--- src/rtl/core/abp_pkg.sv ---
// ---------------------------------------------------------------------------
// abp_pkg
// Shared types and constants of the address breakpoint table.
// ---------------------------------------------------------------------------
package abp_pkg;

   localparam int FUNC_W   = 3;
   localparam int ADDR_W   = 32;
   localparam int BPNUM_W  = 16;
   localparam int RESNUM_W = 16;

   typedef enum logic [FUNC_W-1:0] {
      FUNC_ADD      = 3'd0,
      FUNC_DEL_NUM  = 3'd1,
      FUNC_DEL_ADDR = 3'd2,
      FUNC_CHECK    = 3'd3,
      FUNC_CLEAR    = 3'd4
   } func_type;

   // read address select for the entry ram
   typedef enum logic [1:0] {
      RD_NONE = 2'd0,
      RD_HEAD = 2'd1,
      RD_NEXT = 2'd2,
      RD_SKIP = 2'd3
   } rd_sel_type;

   typedef struct packed {
      logic       capture;
      logic       add_commit;
      logic       clear;
      rd_sel_type rd_sel;
      logic       advance;
      logic       set_hit;
      logic       compact_write;
      logic       count_dec;
      logic       load_rsp;
   } cmd_type;

   typedef struct packed {
      func_type func;
      logic     full;
      logic     empty;
      logic     match;
      logic     scan_last;
      logic     compact_last;
   } status_type;

endpackage

--- src/rtl/core/abp_req_if.sv ---
// ---------------------------------------------------------------------------
// abp_req_if
// Request channel: one table operation per beat.
// ---------------------------------------------------------------------------
interface abp_req_if
   import abp_pkg::*;
();
   logic                valid;
   logic                ready;
   logic [FUNC_W-1:0]   func;
   logic [ADDR_W-1:0]   address;
   logic [BPNUM_W-1:0]  bp_number;

   modport source (output valid, func, address, bp_number, input ready);
   modport sink   (input valid, func, address, bp_number, output ready);
endinterface

--- src/rtl/core/abp_rsp_if.sv ---
// ---------------------------------------------------------------------------
// abp_rsp_if
// Response channel: one result per request beat.
// ---------------------------------------------------------------------------
interface abp_rsp_if
   import abp_pkg::*;
();
   logic                valid;
   logic                ready;
   logic                ok;
   logic [RESNUM_W-1:0] result_number;

   modport source (output valid, ok, result_number, input ready);
   modport sink   (input valid, ok, result_number, output ready);
endinterface

--- src/rtl/core/abp_ram.sv ---
// ---------------------------------------------------------------------------
// abp_ram
// Generic one-write one-read ram with registered read data.
// ---------------------------------------------------------------------------
module abp_ram #(
   parameter int WIDTH = 48,
   parameter int DEPTH = 16
) (
   input  logic                                     clock,
   input  logic                                     wr_en,
   input  logic [(DEPTH > 1 ? $clog2(DEPTH) : 1)-1:0] wr_addr,
   input  logic [WIDTH-1:0]                         wr_data,
   input  logic [(DEPTH > 1 ? $clog2(DEPTH) : 1)-1:0] rd_addr,
   output logic [WIDTH-1:0]                         rd_data
);
   logic [WIDTH-1:0] mem [DEPTH];
   logic [WIDTH-1:0] rd_data_ff;

   always_ff @(posedge clock) begin
      if (wr_en) begin
         mem[wr_addr] <= wr_data;
      end
      rd_data_ff <= mem[rd_addr];
   end

   assign rd_data = rd_data_ff;
endmodule

--- src/rtl/core/abp_ctrl.sv ---
// ---------------------------------------------------------------------------
// abp_ctrl
// Sequencer: dispatches each operation, walks the table for lookups and
// closes the gap after a delete.
// ---------------------------------------------------------------------------
module abp_ctrl
   import abp_pkg::*;
(
   input  logic       clock,
   input  logic       reset,
   input  logic       req_valid,
   output logic       req_ready,
   output logic       rsp_valid,
   input  logic       rsp_ready,
   input  status_type status,
   output cmd_type    cmd
);
   typedef enum logic [2:0] {
      ST_IDLE,
      ST_DISPATCH,
      ST_SCAN,
      ST_COMPACT,
      ST_FINISH
   } state_type;

   state_type state_ff, state_in;
   logic      rsp_valid_ff, rsp_valid_in;
   logic      out_free;

   assign out_free = !rsp_valid_ff || rsp_ready;

   always_comb begin
      cmd      = '0;
      state_in = state_ff;
      case (state_ff)
         ST_IDLE: begin
            if (req_valid) begin
               cmd.capture = 1'b1;
               state_in    = ST_DISPATCH;
            end
         end
         ST_DISPATCH: begin
            state_in = ST_FINISH;
            case (status.func)
               FUNC_ADD: begin
                  cmd.add_commit = !status.full;
               end
               FUNC_CLEAR: begin
                  cmd.clear = 1'b1;
               end
               FUNC_DEL_NUM, FUNC_DEL_ADDR, FUNC_CHECK: begin
                  if (!status.empty) begin
                     cmd.rd_sel = RD_HEAD;
                     state_in   = ST_SCAN;
                  end
               end
               default: begin
                  state_in = ST_FINISH;
               end
            endcase
         end
         ST_SCAN: begin
            if (status.match) begin
               cmd.set_hit = 1'b1;
               if (status.func == FUNC_CHECK) begin
                  state_in = ST_FINISH;
               end else if (status.scan_last) begin
                  cmd.count_dec = 1'b1;
                  state_in      = ST_FINISH;
               end else begin
                  // hit stays at idx, fetch the next older entry to pull up
                  cmd.rd_sel = RD_NEXT;
                  state_in   = ST_COMPACT;
               end
            end else if (status.scan_last) begin
               state_in = ST_FINISH;
            end else begin
               cmd.rd_sel  = RD_NEXT;
               cmd.advance = 1'b1;
            end
         end
         ST_COMPACT: begin
            cmd.compact_write = 1'b1;
            if (status.compact_last) begin
               cmd.count_dec = 1'b1;
               state_in      = ST_FINISH;
            end else begin
               cmd.rd_sel  = RD_SKIP;
               cmd.advance = 1'b1;
            end
         end
         ST_FINISH: begin
            if (out_free) begin
               cmd.load_rsp = 1'b1;
               state_in     = ST_IDLE;
            end
         end
         default: begin
            state_in = ST_IDLE;
         end
      endcase
   end

   always_comb begin
      if (cmd.load_rsp) begin
         rsp_valid_in = 1'b1;
      end else if (rsp_ready) begin
         rsp_valid_in = 1'b0;
      end else begin
         rsp_valid_in = rsp_valid_ff;
      end
   end

   always_ff @(posedge clock) begin
      if (reset) begin
         state_ff     <= ST_IDLE;
         rsp_valid_ff <= 1'b0;
      end else begin
         state_ff     <= state_in;
         rsp_valid_ff <= rsp_valid_in;
      end
   end

   assign req_ready = (state_ff == ST_IDLE);
   assign rsp_valid = rsp_valid_ff;
endmodule

--- src/rtl/core/abp_datapath.sv ---
// ---------------------------------------------------------------------------
// abp_datapath
// Entry ram kept as a ring (newest at head), fill count, number counter,
// comparator and result registers.
// ---------------------------------------------------------------------------
module abp_datapath
   import abp_pkg::*;
#(
   parameter int TABLE_DEPTH = 16,
   parameter int NUMBER_BITS = 16
) (
   input  logic                 clock,
   input  logic                 reset,
   input  cmd_type              cmd,
   output status_type           status,
   input  logic [FUNC_W-1:0]    req_func,
   input  logic [ADDR_W-1:0]    req_address,
   input  logic [BPNUM_W-1:0]   req_bp_number,
   output logic                 rsp_ok,
   output logic [RESNUM_W-1:0]  rsp_result_number
);
   localparam int IDX_W   = (TABLE_DEPTH > 1) ? $clog2(TABLE_DEPTH) : 1;
   localparam int CNT_W   = $clog2(TABLE_DEPTH + 1);
   localparam int OFS_W   = CNT_W + 1;
   localparam int ENTRY_W = ADDR_W + NUMBER_BITS;

   logic [FUNC_W-1:0]      op_func_ff;
   logic [ADDR_W-1:0]      op_addr_ff;
   logic [NUMBER_BITS-1:0] op_num_ff;
   logic [IDX_W-1:0]       head_ff, head_in;
   logic [CNT_W-1:0]       count_ff;
   logic [IDX_W-1:0]       idx_ff;
   logic [NUMBER_BITS-1:0] counter_ff;
   logic                   res_ok_ff;
   logic [NUMBER_BITS-1:0] res_num_ff;
   logic                   rsp_ok_ff;
   logic [RESNUM_W-1:0]    rsp_num_ff;

   logic [NUMBER_BITS+BPNUM_W-1:0]  bp_wide;
   logic [NUMBER_BITS+RESNUM_W-1:0] res_wide;
   logic [OFS_W-1:0]       idx_ext, count_ext, rd_ofs;
   logic [IDX_W-1:0]       rd_addr, wr_addr, hole_addr;
   logic                   wr_en;
   logic [ENTRY_W-1:0]     wr_data, rd_data;
   logic [ADDR_W-1:0]      rd_address;
   logic [NUMBER_BITS-1:0] rd_number;

   // logical position to ram address; head and offset both stay below the depth
   function automatic logic [IDX_W-1:0] phys(input logic [IDX_W-1:0] head,
                                             input logic [OFS_W-1:0] ofs);
      logic [OFS_W-1:0] sum;
      sum = OFS_W'(head) + ofs;
      if (sum >= OFS_W'(TABLE_DEPTH)) begin
         sum = sum - OFS_W'(TABLE_DEPTH);
      end
      return sum[IDX_W-1:0];
   endfunction

   assign bp_wide   = {{NUMBER_BITS{1'b0}}, req_bp_number};
   assign idx_ext   = OFS_W'(idx_ff);
   assign count_ext = OFS_W'(count_ff);
   assign head_in   = (head_ff == '0) ? IDX_W'(TABLE_DEPTH - 1) : head_ff - 1'b1;

   always_comb begin
      case (cmd.rd_sel)
         RD_HEAD: rd_ofs = '0;
         RD_NEXT: rd_ofs = idx_ext + OFS_W'(1);
         RD_SKIP: rd_ofs = idx_ext + OFS_W'(2);
         default: rd_ofs = '0;
      endcase
   end

   assign rd_addr   = phys(head_ff, rd_ofs);
   assign hole_addr = phys(head_ff, idx_ext);

   assign wr_en   = cmd.add_commit || cmd.compact_write;
   assign wr_addr = cmd.add_commit ? head_in : hole_addr;
   assign wr_data = cmd.add_commit ? {op_addr_ff, counter_ff} : rd_data;

   abp_ram #(
      .WIDTH (ENTRY_W),
      .DEPTH (TABLE_DEPTH)
   ) u_entry_ram (
      .clock   (clock),
      .wr_en   (wr_en),
      .wr_addr (wr_addr),
      .wr_data (wr_data),
      .rd_addr (rd_addr),
      .rd_data (rd_data)
   );

   assign rd_address = rd_data[ENTRY_W-1:NUMBER_BITS];
   assign rd_number  = rd_data[NUMBER_BITS-1:0];

   always_comb begin
      status.func         = func_type'(op_func_ff);
      status.full         = (count_ff == CNT_W'(TABLE_DEPTH));
      status.empty        = (count_ff == '0);
      status.match        = (func_type'(op_func_ff) == FUNC_DEL_NUM) ?
                            (rd_number == op_num_ff) : (rd_address == op_addr_ff);
      status.scan_last    = (idx_ext + OFS_W'(1)) >= count_ext;
      status.compact_last = (idx_ext + OFS_W'(2)) >= count_ext;
   end

   // control state
   always_ff @(posedge clock) begin
      if (reset) begin
         head_ff    <= '0;
         count_ff   <= '0;
         counter_ff <= '0;
      end else if (cmd.clear) begin
         count_ff   <= '0;
         counter_ff <= '0;
      end else if (cmd.add_commit) begin
         head_ff    <= head_in;
         count_ff   <= count_ff + 1'b1;
         counter_ff <= counter_ff + 1'b1;
      end else if (cmd.count_dec) begin
         count_ff   <= count_ff - 1'b1;
      end
   end

   // operand, scan and result registers
   always_ff @(posedge clock) begin
      if (cmd.capture) begin
         op_func_ff <= req_func;
         op_addr_ff <= req_address;
         op_num_ff  <= bp_wide[NUMBER_BITS-1:0];
         idx_ff     <= '0;
         res_ok_ff  <= 1'b0;
         res_num_ff <= '0;
      end else begin
         if (cmd.advance) begin
            idx_ff <= idx_ff + 1'b1;
         end
         if (cmd.add_commit) begin
            res_ok_ff  <= 1'b1;
            res_num_ff <= counter_ff;
         end else if (cmd.clear) begin
            res_ok_ff  <= 1'b1;
         end else if (cmd.set_hit) begin
            res_ok_ff  <= 1'b1;
            res_num_ff <= rd_number;
         end
      end
   end

   assign res_wide = {{RESNUM_W{1'b0}}, res_num_ff};

   always_ff @(posedge clock) begin
      if (cmd.load_rsp) begin
         rsp_ok_ff  <= res_ok_ff;
         rsp_num_ff <= res_wide[RESNUM_W-1:0];
      end
   end

   assign rsp_ok            = rsp_ok_ff;
   assign rsp_result_number = rsp_num_ff;
endmodule

--- src/rtl/core/address_breakpoint_table_core.sv ---
// ---------------------------------------------------------------------------
// address_breakpoint_table_core
// Table of address breakpoints with add, delete, check and clear.
// ---------------------------------------------------------------------------
// One request is worked at a time. Add, clear and unused codes go from
// dispatch straight to the finish state. Delete and check scan the entries
// newest first, one entry per cycle through the single read port of the entry
// ram; on an empty table they skip the scan. A delete then moves every older
// entry up by one, one entry per cycle. The next request is taken once the
// result sits in the output register. No clearing pass is needed after reset.
module address_breakpoint_table_core
   import abp_pkg::*;
#(
   parameter int TABLE_DEPTH = 16,
   parameter int NUMBER_BITS = 16
) (
   input  logic     clock,
   input  logic     reset,
   abp_req_if.sink  req_bus,
   abp_rsp_if.source rsp_bus
);
   cmd_type    cmd;
   status_type status;

   abp_ctrl u_ctrl (
      .clock     (clock),
      .reset     (reset),
      .req_valid (req_bus.valid),
      .req_ready (req_bus.ready),
      .rsp_valid (rsp_bus.valid),
      .rsp_ready (rsp_bus.ready),
      .status    (status),
      .cmd       (cmd)
   );

   abp_datapath #(
      .TABLE_DEPTH (TABLE_DEPTH),
      .NUMBER_BITS (NUMBER_BITS)
   ) u_datapath (
      .clock             (clock),
      .reset             (reset),
      .cmd               (cmd),
      .status            (status),
      .req_func          (req_bus.func),
      .req_address       (req_bus.address),
      .req_bp_number     (req_bus.bp_number),
      .rsp_ok            (rsp_bus.ok),
      .rsp_result_number (rsp_bus.result_number)
   );

`ifndef NO_ASSERTIONS
   // an add never writes into a full table
   a_no_add_when_full: assert property (@(posedge clock) disable iff (reset)
      cmd.add_commit |-> !status.full)
      else $error("add committed to a full table");

   // a waiting result is never overwritten
   a_no_load_over_pending: assert property (@(posedge clock) disable iff (reset)
      (rsp_bus.valid && !rsp_bus.ready) |-> !cmd.load_rsp)
      else $error("result loaded over a pending beat");

   // one request at a time: no second beat right after an accepted one
   a_one_in_flight: assert property (@(posedge clock) disable iff (reset)
      (req_bus.valid && req_bus.ready) |=> !req_bus.ready)
      else $error("request taken while one is in flight");

   // compaction only runs on a non-empty table
   a_compact_nonempty: assert property (@(posedge clock) disable iff (reset)
      cmd.compact_write |-> !status.empty)
      else $error("compaction on an empty table");
`endif
endmodule
--- src/flat_wrapper.sv ---
// flat-port wrapper written by rule: the top's interface ports become plain ports
module address_breakpoint_table_core_flat import abp_pkg::*;
#(
   parameter int TABLE_DEPTH = 16,
   parameter int NUMBER_BITS = 16
)
  (clock, reset, req_bus_valid, req_bus_func, req_bus_address, req_bus_bp_number, req_bus_ready, rsp_bus_valid, rsp_bus_ok, rsp_bus_result_number, rsp_bus_ready);
  abp_req_if req_bus_i ();
  abp_rsp_if rsp_bus_i ();
  input  logic clock;
  input  logic reset;
  input wire logic [$bits(req_bus_i.valid)-1:0] req_bus_valid;
  input wire logic [$bits(req_bus_i.func)-1:0] req_bus_func;
  input wire logic [$bits(req_bus_i.address)-1:0] req_bus_address;
  input wire logic [$bits(req_bus_i.bp_number)-1:0] req_bus_bp_number;
  output wire logic [$bits(req_bus_i.ready)-1:0] req_bus_ready;
  output wire logic [$bits(rsp_bus_i.valid)-1:0] rsp_bus_valid;
  output wire logic [$bits(rsp_bus_i.ok)-1:0] rsp_bus_ok;
  output wire logic [$bits(rsp_bus_i.result_number)-1:0] rsp_bus_result_number;
  input wire logic [$bits(rsp_bus_i.ready)-1:0] rsp_bus_ready;
  assign req_bus_i.valid = req_bus_valid;
  assign req_bus_i.func = req_bus_func;
  assign req_bus_i.address = req_bus_address;
  assign req_bus_i.bp_number = req_bus_bp_number;
  assign req_bus_ready = req_bus_i.ready;
  assign rsp_bus_valid = rsp_bus_i.valid;
  assign rsp_bus_ok = rsp_bus_i.ok;
  assign rsp_bus_result_number = rsp_bus_i.result_number;
  assign rsp_bus_i.ready = rsp_bus_ready;
  address_breakpoint_table_core #(.TABLE_DEPTH(TABLE_DEPTH), .NUMBER_BITS(NUMBER_BITS)) u_core (.clock(clock), .reset(reset), .req_bus(req_bus_i), .rsp_bus(rsp_bus_i));
endmodule
--- config.mk ---
export PLATFORM = sky130hd
export DESIGN_NAME = address_breakpoint_table_core_flat
export DESIGN_NICKNAME = d
export VERILOG_FILES = /design/src/rtl/core/abp_pkg.sv /design/src/rtl/core/abp_req_if.sv /design/src/rtl/core/abp_rsp_if.sv /design/src/rtl/core/abp_ram.sv /design/src/rtl/core/abp_ctrl.sv /design/src/rtl/core/abp_datapath.sv /design/src/rtl/core/address_breakpoint_table_core.sv /design/src/flat_wrapper.sv
export SDC_FILE = /design/constraint.sdc
export NUM_CORES = 1
export LEC_CHECK = 0
export BUFFER_PORTS_ARGS = -buffer_cell sky130_fd_sc_hd__buf_2
export CORE_MARGIN = 2
export CORE_UTILIZATION = 39
export CTS_CLUSTER_SIZE = 24
export DETAILED_ROUTE_END_ITERATION = 7
export GPL_ROUTABILITY_DRIVEN = 0
export PLACE_DENSITY = 0.62
export SLEW_MARGIN = 20
export SYNTH_ARGS = -nofsm -noshare
export SYNTH_HDL_FRONTEND = slang
export SYNTH_SLANG_ARGS = --single-unit
--- constraint.sdc ---
create_clock -name clock -period 12.3 [get_ports clock]
set_input_delay 2.46 -clock clock [delete_from_list [all_inputs] [get_ports clock]]
set_output_delay 2.46 -clock clock [all_outputs]
set_load 0.02 [all_outputs]
==> results of run 1 <==
## sequential cells by signal (all words and copies together) (netlist names), 4 cells and up
register and count:
u_core.u_datapath.count_ff 5, u_core.u_datapath.counter_ff 16, u_core.u_datapath.head_ff 4, u_core.u_datapath.idx_ff 4, u_core.u_datapath.op_addr_ff 32, u_core.u_datapath.op_num_ff 16
u_core.u_datapath.res_num_ff 16, u_core.u_datapath.rsp_result_number 16, u_core.u_datapath.u_entry_ram.mem 768, u_core.u_datapath.u_entry_ram.rd_data 48
## cells in the mapped netlist, types with 2 or more instances
master	n
buf_12	5
buf_4	2
a21oi_1	25
nor4_1	9
or2_2	3
nor2b_1	3
xor2_1	25
mux4_2	192
o211ai_1	2
a31oi_1	6
buf_2	2
inv_1	16
a211oi_1	2
a32o_1	2
o21a_1	4
nand3b_1	2
and4_1	3
or3_1	6
and3_1	8
a21boi_0	3
nor2_1	65
dfxtp_1	98
a21o_1	8
fa_1	3
nand4_1	16
nor3_1	13
nand3_1	9
xnor2_1	45
clkbuf_4	3
ha_1	24
nand2_1	171
nand2b_1	5
clkbuf_1	64
edfxtp_1	836
buf_1	6
o21ai_0	19
mux2i_1	161
## power groups by stage
stage                     logic, uW  registers (uW)  clock network, uW
final                           505            3670               2720
after global routing            552            3680               2900
after CTS                       510            3670               2780
after detailed placement        509            3740                  0
after global placement          490            3740                  0
after floorplan                 341            3720                  0
## worst paths after layout
kind | end | slack (ns) | cells past startpoint
min reg2reg | u_core.u_datapath.rsp_result_number[6]$_DFFE_PP_ | 0.43 | 0
max reg2reg | u_core.u_datapath.u_entry_ram.rd_data[46]$_DFF_P_ | 6.07 | 17
max | u_core.u_datapath.u_entry_ram.rd_data[46]$_DFF_P_ | 6.07 | 17
min | u_core.u_datapath.rsp_result_number[6]$_DFFE_PP_ | 0.43 | 0
## per-layer routing
layer  up-vias  share of wire [%]  GRT usage (%)
met5         -                  0              0
met4         0                2.0           4.34
met3       112                6.4           3.32
met2       565                 48           27.8
met1      9431                 44           24.4
li1       7751                  -              -
## layout make-up
cell class	count	area, sq um	area share, %
multi-input combinational	854	9040	21.9
sequential	934	27100	65.5
clock buffer	142	2670	6.47
timing repair buffer	108	678	1.64
clock inverter	26	243	0.587
tap	1254	1570	3.80
inverter	16	60.1	0.145
## through the flow
step	hold slack, ns	util (%)	std cells	setup slack, ns
global route	0.447	44.5	3334	5.66
floorplan	0.408	-	1887	7.62
CTS	0.432	44.5	3334	6.07
global placement	0.416	41.3	3163	6.18
detailed placement	0.421	41.3	3166	6.09
finish	0.432	44.5	3334	6.07
## kinds of logic (layout without fill, tap and decap cells)
group	count (synthesis)	in the layout	share of synthesized area, %
compound gates	82	82	1.42
xor+xnor	70	70	1.68
fa+ha+maj	27	27	0.990
buf+inv	99	292	1.32
flops	934	934	74.3
mux	355	355	16.4
simple gates	320	320	3.88
## critical path, delay by kind of cell, from the launching register on
kind / cells / cell delay [ns]
AOI/OAI and AO/OA: 2 / 0.39
adders and majority gates: 4 / 1.74
and+or+nand+nor: 4 / 0.63
muxes: 3 / 0.69
buffers and inverters: 3 / 1.60
DFF: 1 / 0.47
xor gates and xnor gates: 1 / 0.35
==> results_dict.tcl, run 1 <==
set metrics [dict create \
    cts_buffers 91 \
    p_sw_uw 1550 \
    fp.dieArea_sq_um 95800 \
    grt_max_degree 109 \
    synth_seq_area_share_pct 74.3 \
    die_h_um 310 \
    p_clk_share_pct 39.4 \
    avgRoutedWirePerCell_um 24.6 \
    start_util_pct 39.2 \
    cp.required_ns 12.78 \
    rr_startpoint "u_core.u_datapath.idx_ff[1]$_SDFFE_PP0P_" \
    yosys_register_bits 934 \
    place_area_sq_um 38400 \
    synth_top_area_share_pct 68.9 \
    syn_area_sq_um 36400 \
    min-delay-start "u_core.u_datapath.res_num_ff[6]$_SDFFE_PP0P_" \
    final-setup-viol-count 0 \
    cts_resized 0 \
    routed_wl_mm 82.1 \
    postCtsHoldBufs 0 \
    dp_hpwl_mm 42.5 \
    clockBufferDepth 3 \
    swShare_pct 22.4 \
    setup_tns_ns 0 \
    io_buffers 73 \
    powerDensity_nw_per_um2 167 \
    via_per_inst 5.36 \
    clk_latency_ns 0.66 \
    status "completed" \
    tightest_slew_ns 1.11 \
    path_class "reg -> reg" \
    cp-startpoint "u_core.u_datapath.idx_ff[1]$_SDFFE_PP0P_" \
    design_area_sq_um 41300 \
    leakage_uw 0.0130 \
    fillCellCount 7859 \
    ys_top_cells_by_area "edfxtp_1, mux4_2, dfxtp_1" \
    drive_above_1_share_pct 22.0 \
    layout_commonest_cell "edfxtp_1" \
    crit_path_start_kind "flip-flop" \
    grt_use_total_pct 17.3 \
    cts_setup_buffers 0 \
    max_freq_mhz 161 \
    vias 17859 \
    p_int_uw 5350 \
    grt_overflow 0 \
    avgSynthCellArea_sq_um 19.3 \
    pin_count 74 \
    peakVddDrop_mv 0.105 \
    skew_ns 0.0274 \
    cts_sinks 934 \
    drtAntennaViolNets 0 \
    worstPathCellList "ha_1 -> nand2_1 -> xor2_1 -> inv_1 -> ha_1 -> nor3_1 -> o21a_1 -> or2_2 -> nand2_1 -> o21ai_0 -> ha_4 -> fa_4 -> buf_4 -> buf_4 -> mux4_2 -> mux2i_1 -> mux2i_1" \
    drv_slew 0 \
    grt_pass1_wl_mm 121 \
    grt_pass1_vias 18227 \
    root_buffer "clkbuf_16" \
    fp-row-count 112 \
    cp.arrival_ns 6.71 \
    post-synth-top-area-cell "edfxtp_1" \
    maxSlewHeadroom_pct 26.2 \
    die_w_um 310 \
    p_comb_share_pct 7.3 \
    cp_max_fo 60 \
    fin_nets 2087 \
    syn_nets 1969 \
    async_flop_share_pct 0 \
    clk_pin_slew_worst_paths_ns 0.06 \
    yosysUniqueCellTypes 58 \
    dr.pass1.iters 5 \
    rsz0062_at_grt "no" \
    synth_top_flop_cell "edfxtp_1" \
    first_iter_violations 1903 \
    htreeDepth 3 \
    fin_crit_sh_pct 50.6 \
    worstHoldPathType "reg -> reg" \
    slowest_stage "fa_4" \
    drc_errors 0 \
    fin_total_pwr_uw 6900 \
    final_cell_mix "edfxtp_1, mux4_2, nand2_1" \
    maxCapViolations 0 \
    syn_inst 1887 \
    fp.coreArea_sq_um 92900 \
    hold_viol 0 \
    cts_tree "yes" \
    synth-edff-count 836 \
    antenna_found_initial 2 \
    syn_to_final_growth_pct 13.5 \
    power.share.sequential_pct 53.2 \
    diodes 0 \
    end_kind "flip-flop" \
    cpPeakStageDelay_ns 0.99 \
    yosys_warnings 0 \
    finalCriticalPeriod_ns 6.23 \
]
(Power assumes the default switching activity.)
==> inputs of run 2 (changes only) <==
- clock period: 12.3 -> 6.5 ns (I/O delays scaled with it)
==> run 2 against run 1 <==
  * Die area unchanged
  * Hold slack lost 0.0085 ns
  * First-iteration DRC count up 2.8%
  * Largest power group unchanged
  * Sequential power up 90%
  * Via count grew 0.35%
==> results_dict.tcl, run 2 (synthesized netlist as in run 1, its figures left out) <==
set metrics [dict create \
    cp-startpoint "u_core.u_datapath.idx_ff[1]$_SDFFE_PP0P_" \
    die_w_um 310 \
    clk_pin_slew_worst_paths_ns 0.06 \
    worstHoldPathType "reg -> reg" \
    crit_path_start_kind "flip-flop" \
    rr_startpoint "u_core.u_datapath.idx_ff[1]$_SDFFE_PP0P_" \
    cp_max_fo 48 \
    rsz0062_at_grt "no" \
    top_layer_used "met4" \
    whs_ns 0.423 \
    dp.cells 3176 \
    clockBufferDepth 3 \
    cts_setup_buffers 0 \
    cp.required_ns 6.99 \
    largest_reg_flops 768 \
    fp-row-count 112 \
    avgRoutedWirePerCell_um 24.4 \
    wl_met2_mm 39.9 \
    max_freq_mhz 186 \
    hold_viol 0 \
    pin_count 74 \
    fin_total_pwr_uw 13400 \
    finalCriticalPeriod_ns 5.38 \
    start_util_pct 39.2 \
    setup_tns_ns 0 \
    min-delay-start "u_core.u_datapath.res_num_ff[7]$_SDFFE_PP0P_" \
    cts_tree "yes" \
    skew_ns 0.0196 \
    cts_sinks 934 \
    postCtsHoldBufs 0 \
    root_buffer "clkbuf_16" \
    status "completed" \
    cts_resized 0 \
    peakVddDrop_mv 0.220 \
    fin_nets 2099 \
    fin_crit_sh_pct 82.8 \
    path_class "reg -> reg" \
    end_kind "flip-flop" \
    first_iter_violations 1957 \
    powerDensity_nw_per_um2 321 \
    design_area_sq_um 41800 \
    io_buffers 73 \
    wl_met3_mm 4.76 \
    final_cells 3351 \
    grt_max_degree 61 \
    routed_wl_mm 81.7 \
    vias 17922 \
    htreeDepth 3 \
    grt_use_total_pct 17.1 \
    grt_pass1_vias 18153 \
    hold-path-cell-count 0 \
    antenna_found_initial 0 \
    ff2ff_path_depth 16 \
    die_h_um 310 \
    cts_buffers 93 \
    clk_latency_ns 0.65 \
    final-setup-viol-count 0 \
    tightest_slew_ns 1.11 \
    layout_commonest_cell "edfxtp_1" \
    grt_overflow 0 \
    drtAntennaViolNets 0 \
    diodes 0 \
    grt_pass1_wl_mm 119 \
    top_register "u_core.u_datapath.u_entry_ram.mem" \
    syn_to_final_growth_pct 14.7 \
    maxSlewHeadroom_pct 25.7 \
    via_per_inst 5.35 \
    cp.arrival_ns 5.87 \
    leakage_uw 0.0132 \
    drc_errors 0 \
    fp.coreArea_sq_um 92900 \
    final_cell_mix "edfxtp_1, mux4_2, nand2_1" \
    drive_above_1_share_pct 23.1 \
    dp_hpwl_mm 43.8 \
    fp.dieArea_sq_um 95800 \
    drv_slew 0 \
    m1WireLength_mm 35.4 \
    dr.pass1.iters 5 \
    place_area_sq_um 38600 \
    maxCapViolations 0 \
]
==> run 2: cell types whose count changed in the layout (fill, tap and decap cells not counted), sizes merged <==
cell | previous run | this run
clkbuf | 142 | 127
clkinv | 19 | 33
buf | 108 | 118
bufinv | 3 | 9
clkinvlp | 1 | 3
==> run 2: area by class of cell <==
class,instances,area [sq um]
multi-input combinational,854,9040
tap,1254,1570
timing repair buffer,118,878
inverter,16,60.1
sequential,934,27100
clock inverter,48,498
fill,7826,51100
clock buffer,127,2650
==> run 2: per-layer routing <==
layer	vias to the layer above	global-route usage, %
li1	7791	-
met1	9429	24.2
met2	590	27.7
met3	112	2.71
met4	0	4.63
met5	-	0
==> run 2: critical path, stage by stage, from the launching register on <==
cell and delay, ns:
dfxtp_1 0.48, ha_1 0.24, nand2_1 0.10, xor2_1 0.38, inv_1 0.10, ha_1 0.31
nor3_1 0.05, o21a_1 0.19, or2_2 0.32, nand2_1 0.20, o21ai_0 0.18, ha_4 0.21
fa_4 1.40, buf_12 0.35, mux4_2 0.34, mux2i_1 0.18, mux2i_1 0.10
==> run 2: final timing paths <==
path / end / slack (ns)
worst min register to register: u_core.u_datapath.rsp_result_number[7]$_DFFE_PP_ / 0.42
worst max-delay path: u_core.u_datapath.u_entry_ram.rd_data[30]$_DFF_P_ / 1.12
worst min-delay path: u_core.u_datapath.rsp_result_number[7]$_DFFE_PP_ / 0.42
worst max register to register: u_core.u_datapath.u_entry_ram.rd_data[30]$_DFF_P_ / 1.12
==> run 2: report_power, final <==
part           internal (uW)  switching [uW]
clock                   3220            2250
sequential              6860            99.6
combinational            323             635
total                  10400            2990
==> run 2: metrics by stage <==
step / setup WS (ns) / util (%)
2_1_floorplan: 2.06 / -
3_3_place_gp: 1.29 / 41.6
3_5_place_dp: 1.13 / 41.6
4_1_cts: 1.10 / 45.0
5_1_grt: 0.817 / 45.0
6_report: 1.12 / 45.0
